## config.mk

```make
export PLATFORM = sky130hd
export DESIGN_NAME = windowed_hamming_nearest_match_unit
export DESIGN_NICKNAME = d
export VERILOG_FILES = /design/src/sv/whnm_pkg.sv /design/src/sv/whnm_popcount64.sv /design/src/sv/windowed_hamming_nearest_match_unit.sv
export SDC_FILE = /design/constraint.sdc
export NUM_CORES = 2
export LEC_CHECK = 0
export ABC_AREA = 1
export BUFFER_PORTS_ARGS = -buffer_cell sky130_fd_sc_hd__buf_2
export CELL_PAD_IN_SITES_DETAIL_PLACEMENT = 0
export CELL_PAD_IN_SITES_GLOBAL_PLACEMENT = 1
export CORE_MARGIN = 10
export CORE_UTILIZATION = 44
export DETAILED_ROUTE_END_ITERATION = 7
export GPL_ROUTABILITY_DRIVEN = 0
export GPL_TIMING_DRIVEN = 0
export PLACE_DENSITY = 0.8
export SYNTH_ARGS = -nofsm -noshare
export SYNTH_HDL_FRONTEND = slang
export SYNTH_SLANG_ARGS = --single-unit
```

## constraint.sdc

```tcl
create_clock -name clk -period 24.2 [get_ports clk]
set_clock_uncertainty 0.1 [all_clocks]
set_input_delay 2.42 -clock clk [delete_from_list [all_inputs] [get_ports clk]]
set_output_delay 2.42 -clock clk [all_outputs]
set_load 0.02 [all_outputs]
```

## src/sv/whnm_pkg.sv

```systemverilog
package whnm_pkg;

	// field and state widths
	localparam int IDX_W    = 12;
	localparam int DIST_W   = 10;
	localparam int HEIGHT_W = 12;
	localparam int POS_W    = 16;
	localparam int RAD_W    = 8;
	localparam int WORD_W   = 64;
	localparam int PC_W     = 7;

	// descriptor organization
	localparam int NWORDS     = 8;
	localparam int DESC_WORDS = 8;

	// item kinds
	localparam logic [1:0] KIND_QUERY = 2'd0;
	localparam logic [1:0] KIND_CAND  = 2'd1;
	localparam logic [1:0] KIND_END   = 2'd2;

	// register indexes
	localparam logic REG_MAX_DIST   = 1'b0;
	localparam logic REG_IMG_HEIGHT = 1'b1;

	// reset values
	localparam logic [DIST_W-1:0]   RST_MAX_DIST   = 10'd50;
	localparam logic [HEIGHT_W-1:0] RST_IMG_HEIGHT = 12'd480;
	localparam logic [DIST_W-1:0]   DIST_SAT       = {DIST_W{1'b1}};
	localparam logic [DIST_W-1:0]   BEST_RESET     = RST_MAX_DIST + 10'd1;

	// starting best distance for a new query, saturated
	function automatic logic [DIST_W-1:0] init_best(input logic [DIST_W-1:0] maxd);
		logic [DIST_W:0] b;
		b = {1'b0, maxd} + {{DIST_W{1'b0}}, 1'b1};
		return b[DIST_W] ? DIST_SAT : b[DIST_W-1:0];
	endfunction

endpackage

```

## src/sv/whnm_popcount64.sv

```systemverilog
module whnm_popcount64 (
	input  logic [whnm_pkg::WORD_W-1:0] word,
	output logic [whnm_pkg::PC_W-1:0]   count
);

	logic [1:0] l1 [32];
	logic [2:0] l2 [16];
	logic [3:0] l3 [8];
	logic [4:0] l4 [4];
	logic [5:0] l5 [2];

	// balanced adder tree over bit pairs
	always_comb begin
		for (int i = 0; i < 32; i++) begin
			l1[i] = {1'b0, word[2*i]} + {1'b0, word[2*i+1]};
		end
		for (int i = 0; i < 16; i++) begin
			l2[i] = {1'b0, l1[2*i]} + {1'b0, l1[2*i+1]};
		end
		for (int i = 0; i < 8; i++) begin
			l3[i] = {1'b0, l2[2*i]} + {1'b0, l2[2*i+1]};
		end
		for (int i = 0; i < 4; i++) begin
			l4[i] = {1'b0, l3[2*i]} + {1'b0, l3[2*i+1]};
		end
		for (int i = 0; i < 2; i++) begin
			l5[i] = {1'b0, l4[2*i]} + {1'b0, l4[2*i+1]};
		end
		count = {1'b0, l5[0]} + {1'b0, l5[1]};
	end

endmodule

```

## src/sv/windowed_hamming_nearest_match_unit.sv

```systemverilog
// Nearest-match search over a stream of 512-bit binary descriptors. A query
// item loads the search point, descriptor and radius and restarts the search;
// candidate items are numbered from 0 and compared against the query when they
// fall inside the row, column and circle window; an end item delivers found,
// match_index and best_distance. The block takes one item every clock cycle
// while not stalled. Each item passes three register stages (input, window
// and popcount, distance sum and circle test) before the running minimum; an
// end item's result then goes to the output register. The input stalls
// only while a result waits unclaimed in the output register and a second end
// item has reached the running-minimum stage behind it. Registers are written
// through the APB port: max_distance at byte address 0, image_height at 4.
module windowed_hamming_nearest_match_unit (
	input  logic        clk,
	input  logic        arst_n,

	input  logic        psel,
	input  logic        penable,
	input  logic        pwrite,
	input  logic [2:0]  paddr,
	input  logic [31:0] pwdata,
	output logic [31:0] prdata,
	output logic        pready,

	input  logic        item_valid,
	output logic        item_stall,
	input  logic [1:0]  kind,
	input  logic [15:0] pos_x,
	input  logic [15:0] pos_y,
	input  logic [7:0]  search_radius,
	input  logic [63:0] desc_word_0,
	input  logic [63:0] desc_word_1,
	input  logic [63:0] desc_word_2,
	input  logic [63:0] desc_word_3,
	input  logic [63:0] desc_word_4,
	input  logic [63:0] desc_word_5,
	input  logic [63:0] desc_word_6,
	input  logic [63:0] desc_word_7,

	output logic        result_valid,
	input  logic        result_stall,
	output logic        found,
	output logic [11:0] match_index,
	output logic [9:0]  best_distance
);

	localparam int NW  = whnm_pkg::NWORDS;
	localparam int WW  = whnm_pkg::WORD_W;
	localparam int PW  = whnm_pkg::PC_W;
	localparam int DW  = whnm_pkg::DIST_W;
	localparam int IW  = whnm_pkg::IDX_W;
	localparam int HW  = whnm_pkg::HEIGHT_W;
	localparam int XW  = whnm_pkg::POS_W;
	localparam int RW  = whnm_pkg::RAD_W;
	localparam int CW  = XW - 4;

	// configuration registers
	logic [DW-1:0] max_dist_q;
	logic [HW-1:0] img_height_q;
	logic          cfg_wr;

	assign pready = 1'b1;
	assign cfg_wr = psel && penable && pwrite;

	always_ff @(posedge clk or negedge arst_n) begin
		if (!arst_n) begin
			max_dist_q   <= whnm_pkg::RST_MAX_DIST;
			img_height_q <= whnm_pkg::RST_IMG_HEIGHT;
		end else if (cfg_wr) begin
			unique case (paddr[2])
				whnm_pkg::REG_MAX_DIST:   max_dist_q   <= pwdata[DW-1:0];
				whnm_pkg::REG_IMG_HEIGHT: img_height_q <= pwdata[HW-1:0];
				default: ;
			endcase
		end
	end

	// register readback
	always_comb begin
		unique case (paddr[2])
			whnm_pkg::REG_MAX_DIST:   prdata = {{(32-DW){1'b0}}, max_dist_q};
			whnm_pkg::REG_IMG_HEIGHT: prdata = {{(32-HW){1'b0}}, img_height_q};
			default:                  prdata = '0;
		endcase
	end

	// pipeline advance: only a waiting result blocks a second end request
	logic adv;
	logic v_s1, v_s2, v_s3;
	logic [1:0] kind_s3;
	logic out_valid_q;

	assign adv        = !(v_s3 && (kind_s3 == whnm_pkg::KIND_END) && out_valid_q && result_stall);
	assign item_stall = !adv;

	logic [WW-1:0] desc_in [NW];
	assign desc_in[0] = desc_word_0;
	assign desc_in[1] = desc_word_1;
	assign desc_in[2] = desc_word_2;
	assign desc_in[3] = desc_word_3;
	assign desc_in[4] = desc_word_4;
	assign desc_in[5] = desc_word_5;
	assign desc_in[6] = desc_word_6;
	assign desc_in[7] = desc_word_7;

	// stage 1: input register
	logic [1:0]    kind_s1;
	logic [XW-1:0] px_s1, py_s1;
	logic [RW-1:0] rad_s1;
	logic [WW-1:0] desc_s1 [NW];

	always_ff @(posedge clk or negedge arst_n) begin
		if (!arst_n) begin
			v_s1 <= 1'b0;
		end else if (adv) begin
			v_s1 <= item_valid;
		end
	end

	always_ff @(posedge clk) begin
		if (adv) begin
			kind_s1 <= kind;
			px_s1   <= pos_x;
			py_s1   <= pos_y;
			rad_s1  <= search_radius;
			for (int i = 0; i < NW; i++) begin
				desc_s1[i] <= desc_in[i];
			end
		end
	end

	// query state and candidate numbering
	logic [XW-1:0] qx_q, qy_q;
	logic [RW-1:0] qrad_q;
	logic [WW-1:0] qdesc_q [NW];
	logic [IW-1:0] count_q;

	always_ff @(posedge clk or negedge arst_n) begin
		if (!arst_n) begin
			qx_q    <= '0;
			qy_q    <= '0;
			qrad_q  <= '0;
			count_q <= '0;
			for (int i = 0; i < NW; i++) begin
				qdesc_q[i] <= '0;
			end
		end else if (adv && v_s1) begin
			if (kind_s1 == whnm_pkg::KIND_QUERY) begin
				qx_q    <= px_s1;
				qy_q    <= py_s1;
				qrad_q  <= rad_s1;
				count_q <= '0;
				for (int i = 0; i < NW; i++) begin
					qdesc_q[i] <= desc_s1[i];
				end
			end else if (kind_s1 == whnm_pkg::KIND_CAND) begin
				count_q <= count_q + {{(IW-1){1'b0}}, 1'b1};
			end
		end
	end

	// row and column window against the current query
	logic [CW-1:0] row, qr, qc;
	logic          row_ok, col_ok;
	logic [XW-1:0] dx, dy;
	logic [2*XW-1:0] dx2, dy2;
	logic [2*RW-1:0] r2;

	assign row = py_s1[XW-1:4];
	assign qr  = qy_q[XW-1:4];
	assign qc  = qx_q[XW-1:4];

	always_comb begin
		row_ok = (({1'b0, row} + {{(CW+1-RW){1'b0}}, qrad_q}) >= {1'b0, qr}) &&
		         ({1'b0, row} <= ({1'b0, qr} + {{(CW+1-RW){1'b0}}, qrad_q})) &&
		         (row < img_height_q);
		col_ok = (({1'b0, px_s1} + {{(XW-3-RW){1'b0}}, qrad_q, 4'b0}) >= {1'b0, qc, 4'b0}) &&
		         ({1'b0, px_s1} <= {({1'b0, qc} + {{(CW+1-RW){1'b0}}, qrad_q}), 4'b0});
		dx  = (px_s1 >= qx_q) ? (px_s1 - qx_q) : (qx_q - px_s1);
		dy  = (py_s1 >= qy_q) ? (py_s1 - qy_q) : (qy_q - py_s1);
		dx2 = dx * dx;
		dy2 = dy * dy;
		r2  = qrad_q * qrad_q;
	end

	// per-word hamming counts
	logic [PW-1:0] pc [NW];

	for (genvar g = 0; g < NW; g++) begin : g_pc
		logic [PW-1:0] cnt;
		whnm_popcount64 u_pc (
			.word  (desc_s1[g] ^ qdesc_q[g]),
			.count (cnt)
		);
		if (g < whnm_pkg::DESC_WORDS) begin : g_use
			assign pc[g] = cnt;
		end else begin : g_skip
			assign pc[g] = '0;
		end
	end

	// stage 2: window flags, squares and word counts
	logic [1:0]      kind_s2;
	logic [IW-1:0]   idx_s2;
	logic            win_s2;
	logic [2*XW-1:0] dx2_s2, dy2_s2;
	logic [2*RW-1:0] r2_s2;
	logic [PW-1:0]   pc_s2 [NW];

	always_ff @(posedge clk or negedge arst_n) begin
		if (!arst_n) begin
			v_s2 <= 1'b0;
		end else if (adv) begin
			v_s2 <= v_s1;
		end
	end

	always_ff @(posedge clk) begin
		if (adv) begin
			kind_s2 <= kind_s1;
			idx_s2  <= count_q;
			win_s2  <= row_ok && col_ok;
			dx2_s2  <= dx2;
			dy2_s2  <= dy2;
			r2_s2   <= r2;
			for (int i = 0; i < NW; i++) begin
				pc_s2[i] <= pc[i];
			end
		end
	end

	// circle test and total distance
	logic [2*XW:0] d2;
	logic          circ_ok;
	logic [DW-1:0] dist_sum;

	always_comb begin
		d2       = {1'b0, dx2_s2} + {1'b0, dy2_s2};
		circ_ok  = d2 <= {{(2*XW+1-2*RW-8){1'b0}}, r2_s2, 8'b0};
		dist_sum = '0;
		for (int i = 0; i < NW; i++) begin
			dist_sum = dist_sum + {{(DW-PW){1'b0}}, pc_s2[i]};
		end
	end

	// stage 3: considered flag and distance
	logic [IW-1:0] idx_s3;
	logic          hit_s3;
	logic [DW-1:0] dist_s3;

	always_ff @(posedge clk or negedge arst_n) begin
		if (!arst_n) begin
			v_s3 <= 1'b0;
		end else if (adv) begin
			v_s3 <= v_s2;
		end
	end

	always_ff @(posedge clk) begin
		if (adv) begin
			kind_s3 <= kind_s2;
			idx_s3  <= idx_s2;
			hit_s3  <= win_s2 && circ_ok;
			dist_s3 <= dist_sum;
		end
	end

	// running minimum
	logic [DW-1:0] best_q;
	logic [IW-1:0] bpos_q;

	always_ff @(posedge clk or negedge arst_n) begin
		if (!arst_n) begin
			best_q <= whnm_pkg::BEST_RESET;
			bpos_q <= '0;
		end else if (adv && v_s3) begin
			if (kind_s3 == whnm_pkg::KIND_QUERY) begin
				best_q <= whnm_pkg::init_best(max_dist_q);
				bpos_q <= '0;
			end else if ((kind_s3 == whnm_pkg::KIND_CAND) && hit_s3 && (dist_s3 < best_q)) begin
				best_q <= dist_s3;
				bpos_q <= idx_s3;
			end
		end
	end

	// result register
	logic          end_ret;
	logic          found_q;
	logic [IW-1:0] mi_q;
	logic [DW-1:0] bd_q;

	assign end_ret = adv && v_s3 && (kind_s3 == whnm_pkg::KIND_END);

	always_ff @(posedge clk or negedge arst_n) begin
		if (!arst_n) begin
			out_valid_q <= 1'b0;
		end else if (end_ret) begin
			out_valid_q <= 1'b1;
		end else if (!result_stall) begin
			out_valid_q <= 1'b0;
		end
	end

	always_ff @(posedge clk) begin
		if (end_ret) begin
			found_q <= best_q < max_dist_q;
			mi_q    <= bpos_q;
			bd_q    <= best_q;
		end
	end

	assign result_valid  = out_valid_q;
	assign found         = found_q;
	assign match_index   = mi_q;
	assign best_distance = bd_q;

endmodule

```

* Word-level counts from Yosys, hierarchy flattened
Memory sizes are Yosys's and may differ from the RTL's. Cells that the tools add are included.
Cells by class: reduce and logical (&&, ||, !) cells 25, $mul 3, $lt $le $gt $ge 10, add/subtract/negate cells 522, multiplexer cells 13, bitwise gates (word level) 9, equal/unequal tests 4
Operators with widths (number):
- 1-bit by 1-bit adder with 2-bit output | 256
- 64-bit XOR | 8
- 2-bit by 2-bit adder with 3-bit output | 128
- 3-bit by 3-bit adder with 4-bit output | 64
- 4-bit by 4-bit adder with 5-bit output | 32
- 5-bit by 5-bit adder with 6-bit output | 16
- 16-bit by 16-bit multiplier with 32-bit output | 2
- 32-bit case mux with 2 select lines | 1
- 16-bit subtractor | 4
- 6-bit by 6-bit adder with 7-bit output | 8
- 12-bit 2-to-1 mux | 4
- 10-bit by 7-bit adder with 10-bit output | 4
- 12-bit by 8-bit adder with 13-bit output | 3
- 32-bit by 32-bit adder with 33-bit output | 1
- 33-bit by 24-bit less-or-equal comparator with 1-bit output | 1
- 16-bit greater-or-equal comparator | 2
- 16-bit 2-to-1 mux | 2
- 10-bit 2-to-1 mux | 3
- 10-bit less-than comparator | 2
- 16-bit by 12-bit adder with 17-bit output | 1
- 17-bit by 16-bit greater-or-equal comparator with 1-bit output | 1
- 16-bit by 17-bit less-or-equal comparator with 1-bit output | 1
- 8-bit by 8-bit multiplier with 16-bit output | 1
- 1-bit logical AND | 15
- 17 further kinds | 26
Word-level totals: logic and storage cells 625, memory bits (writable) 568, bits of input ports 596, memories 2, register bits 797
Memories:
- desc_s1 | depth 8, bits a word 64, read ports 8, clocked after Yosys merged registers in 0, wr ports 8, RTL line windowed_hamming_nearest_match_unit.sv:109 | logic [WW-1:0] desc_s1 [NW];
- pc_s2 | depth 8, bits a word 7, read ports 8, clocked after Yosys merged registers in 0, wr ports 8, RTL line windowed_hamming_nearest_match_unit.sv:207 | logic [PW-1:0] pc_s2 [NW];

* Logic depth before layout (Yosys ltp)
depth in word-level cells 8, depth in mapped cells 40, depth with buffers taken out 38

* Hierarchy
Synthesis repeated with hierarchy kept, for this count alone.
Unflattened totals: cell total of the unflattened synthesis 8894, area, all modules 90362.9 µm²
Modules (own cells, without submodules):
- windowed_hamming_nearest_match_unit | cells an instance 7462, area an instance 76699.8 µm², instances 1, sequential area each 37850.1 µm²
- whnm_popcount64 | cells an instance 179, area an instance 1707.9 µm², instances 8, sequential area each 0.0 µm²

* Least setup slack after synthesis
No wires, ideal clock.
path kind input to register, start point in result_stall, end point reg qx_q[15], setup time 128 ps, buffers on the path 3, stages 11, required time 23972 ps, path slack 11671 ps, arrival time 12301 ps, cells stage by stage nand2_1 > nor2_1 > inv_2 > nand2_1 > nor2_2 > inv_1 > nor2_1 > buf_2 > buf_2 > buf_2 > o21ai_0
On the way: word-level cells in the longest chain between the ends 4
RTL lines:
- from (decl) | RTL line windowed_hamming_nearest_match_unit.sv:40 | input logic result_stall,
- 1-bit logical AND | RTL line windowed_hamming_nearest_match_unit.sv:92 | assign adv = !(v_s3 && (kind_s3 == whnm_pkg::KIND_END) && out_valid_q && result_stall);
- named net item_stall | RTL line windowed_hamming_nearest_match_unit.sv:25 | output logic item_stall,
- 1-bit zero test | RTL line windowed_hamming_nearest_match_unit.sv:92
- 1-bit logical AND | RTL line windowed_hamming_nearest_match_unit.sv:146 | end else if (adv && v_s1) begin
- 2-bit AND reduction (no line)
- to (signal assigned) | RTL line windowed_hamming_nearest_match_unit.sv:148 | qx_q <= px_s1;
- to (decl) | RTL line windowed_hamming_nearest_match_unit.sv:132 | logic [XW-1:0] qx_q, qy_q;
The timed path passes the listed nets, and every way through them passes these cells. A chain may end at the register's enable or synchronous reset.

* Worst setup path in the final report
start point reg px_s1[5], end point reg dx2_s2[25] (data pin)
On the way: word-level cells in the longest chain between the ends 3, elaborated cells between the ends (all ways) 5
RTL lines:
- from (decl) | RTL line windowed_hamming_nearest_match_unit.sv:107 | logic [XW-1:0] px_s1, py_s1;
- from (signal assigned) | RTL line windowed_hamming_nearest_match_unit.sv:122 | px_s1 <= pos_x;
- 16-bit subtractor / 16-bit greater-or-equal comparator (equally long branches) | RTL line windowed_hamming_nearest_match_unit.sv:178 | dx = (px_s1 >= qx_q) ? (px_s1 - qx_q) : (qx_q - px_s1);
- 16-bit 2-to-1 mux (*) | RTL line windowed_hamming_nearest_match_unit.sv:178
- 16-bit by 16-bit multiplier with 32-bit output (*) | RTL line windowed_hamming_nearest_match_unit.sv:180 | dx2 = dx * dx;
- named net dx2[25] | RTL line windowed_hamming_nearest_match_unit.sv:165 | logic [2*XW-1:0] dx2, dy2;
- to (signal assigned) | RTL line windowed_hamming_nearest_match_unit.sv:222 | dx2_s2 <= dx2;
- to (decl) | RTL line windowed_hamming_nearest_match_unit.sv:205 | logic [2*XW-1:0] dx2_s2, dy2_s2;
Mark *: on every way through the listed nets, which the timed path passes. The rest lies on a longest branch.

==> impl_metrics.py <==
metrics = {
    "logic_synthesis": {
        "synth_seq_cells": 1362,
        "synth_commonest_cells": "2,320 x nand2_1, 1,379 x inv_1, 830 x fa_1",
        "synthDominantCellAreaShare_pct": 25.2,
        "synth_async_sr_flop_share_pct": 44.9,
        "ys_seq_area_share_pct": 42.3,
        "synth.area.top_cells": "edfxtp_1 25%, fa_1 19%, dfrtp_1 17%, nand2_1 9.7%, ha_1 8.1%",
        "synth_area_per_cell_um2": 10.3,
        "synth_most_common_cell": "nand2_1",
        "ys_types": 61,
        "synth_ff_type": "edfxtp_1",
        "yosys_warnings": 0,
        "synth_area_um2": 89400,
        "synth_top_area_cell": "edfxtp_1",
        "synth_edf_count": 750,
        "synthCells": 8654,
    },
    "final_layout": {
        "area_growth_pct": 13.7,
        "drive_gt1_share_pct": 11.2,
        "nets": 11455,
        "design_area_um2": 102000,
    },
    "timing": {
        "finalSetupViolations": 0,
        "slew_headroom_pct": 20.4,
        "tns_ns": 0,
        "fmax_ghz": 0.115,
        "period_needed_ns": 8.67,
        "fin_ws_ns": 15.53,
        "maxSlewViolCount": 0,
        "hold_viol_final": 0,
        "tightest_slew_ns": 1.19,
        "rsz0062_at_grt": "no",
        "fin_crit_sh_pct": 35.8,
    },
    "critical_path": {
        "required_ns": 24.64,
        "worstSetupPathType": "reg -> reg",
        "path_common_cell": "inv_1",
        "critPathTopFamily": "adder cells",
        "cp.buffers_inverters": 12,
        "crit_slowest_cell": "edfxtp_1",
        "worstPathMaxFanout": 10,
        "worstPathArrival_ns": 9.11,
        "endpoint_kind": "flip-flop",
        "start_kind": "flip-flop",
        "cpPeakStageDelay_ns": 0.63,
        "r2r_slack_ns": 15.53,
    },
    "grt": {
        "grt_max_degree": 128,
        "grt_pass1_wl_mm": 369,
        "overflow": 0,
        "antenna_found_initial": 54,
        "gr-usage-all-layers_pct": 21.4,
        "grt_pass1_vias": 64519,
    },
    "detailed_routing": {
        "routed-via-count": 60389,
        "wire_per_inst_um": 19.4,
        "postRouteAntennaNets": 0,
        "drt-pass1-iter-count": 6,
        "first_iter_violations": 4079,
        "drc_errors": 0,
        "drt_wl_total_mm": 238,
        "via_per_inst": 4.92,
    },
    "clock_network": {
        "ctsResizeCount": 0,
        "path_clk_slew_ns": 0.06,
        "cts_root_buf": "clkbuf_16",
        "cts_tree": "done",
        "insertion_delay_ns": 0.81,
        "cts-buffers-inserted": 155,
        "cts_buffer_depth": 3,
        "clock_sinks": 1362,
        "cts_hold_buf": 0,
        "cts_setup_buffers": 0,
        "htreeDepth": 4,
    },
    "die": {
        "ioPinCount": 654,
        "start_util_pct": 44.2,
        "rows": 165,
        "die-area_um2": 222000,
        "die_w_um": 471,
        "dieHeight_um": 471,
        "coreArea_um2": 202000,
    },
    "run": {
        "maxCapViolCount": 0,
    },
    "placement": {
        "post-place-ws_ns": 15.51,
        "numPortBuffers": 610,
        "placed_cell_area_um2": 96300,
        "place_hpwl_mm": 191,
    },
    "hold_path": {
        "min_path_type": "reg -> reg",
    },
    "run_status": {
        "status": "finished clean",
    },
}
## cell usage in the layout (no fill, tap or decap), types with 14 or more instances in the layout
cell and n:
inv_1 1379, buf_2 689, xor2_1 369, diode_2 26, clkinv_2 29, a31oi_1 22
dfrtp_1 601, o221ai_1 14, buf_4 28, edfxtp_1 750, inv_2 19, conb_1 21
nand3_1 113, o21ai_1 14, nor3_1 36, fa_1 830, a21oi_1 242, o21ai_0 195
bufinv_16 16, ha_1 576, clkbuf_16 155, a21o_1 16, clkinv_1 24, xnor2_1 375
nand2_1 2320, nand4_1 33, clkbuf_1 101, nor2_1 367, nand2_2 22, o21bai_1 34
## stage by stage
stage	hold slack [ns]	util (%)	instances
after global routing	0.324	50.3	12271
after floorplan	0.300	-	8673
after CTS	0.317	50.3	12257
after detailed placement	0.305	47.6	11968
after global placement	0.301	47.4	11955
final	0.316	50.3	12283
## path summary, 6_finish.rpt
| kind | depth (start not counted) | end | from |
|---|---|---|---|
| hold / removal | 0 | idx_s3[10] | idx_s2[10] |
| min in group asynchronous | 2 | qdesc_q[411] | arst_n |
| setup reg to reg | 38 | dx2_s2[25] | px_s1[5] |
| setup / recovery | 38 | dx2_s2[25] | px_s1[5] |
| hold reg to reg | 0 | idx_s3[10] | idx_s2[10] |
| max in group asynchronous | 4 | qdesc_q[86] | arst_n |
## flip-flops by register name (all words and copies together), names as in the netlist, 15 cells and up
name and count:
px_s1 16, qdesc_q 512, qy_q 16, py_s1 16, desc_s1 512, r2_s2 15
dx2_s2 31, qx_q 16, pc_s2 56, dy2_s2 31
## logic make-up (layout without fill, tap and decap cells)
group / count (synthesis) / in the layout / synth area share [%]
AOI/OAI and AO/OA: 604 / 604 / 3.85
xor gates and xnor gates: 744 / 744 / 7.29
adders and majority gates: 1406 / 1406 / 26.6
buffers and inverters: 1602 / 2514 / 7.00
DFF: 1362 / 1362 / 42.3
other: 2 / 47 / 0.00840
and+or+nand+nor: 2934 / 2934 / 12.9
## worst register-to-register path: cells and delay by family, from the launching register on
| kind | cells | cell delay, ns |
|---|---|---|
| and+or+nand+nor | 12 | 1.41 |
| buffers and inverters | 12 | 1.19 |
| AOI/OAI and AO/OA | 6 | 1.54 |
| DFF | 1 | 0.63 |
| adders and majority gates | 8 | 3.61 |
## area by class of cell
type	instances	area [um2]
buffer	193	970
timing repair buffer	623	3410
antenna	26	65.1
inverter	1409	5300
clock buffer	189	4110
multi-input combinational	5709	45400
tap	2672	3340
sequential	1362	37900
fill	17993	100000
clock inverter	100	1240
## metal layers
| layer | track usage, % | share of wire (%) | up-vias |
|---|---|---|---|
| met1 | 26.2 | 41 | 29847 |
| met3 | 4.05 | 5.4 | 445 |
| met4 | 8.97 | 4.6 | 20 |
| li1 | - | - | 28516 |
| met2 | 36.9 | 49 | 1561 |
| met5 | 0 | 0.057 | - |
Power is left out: the tool's default activity adds up to more than one toggle a clock period on the data nets, which glitch-free logic cannot reach.
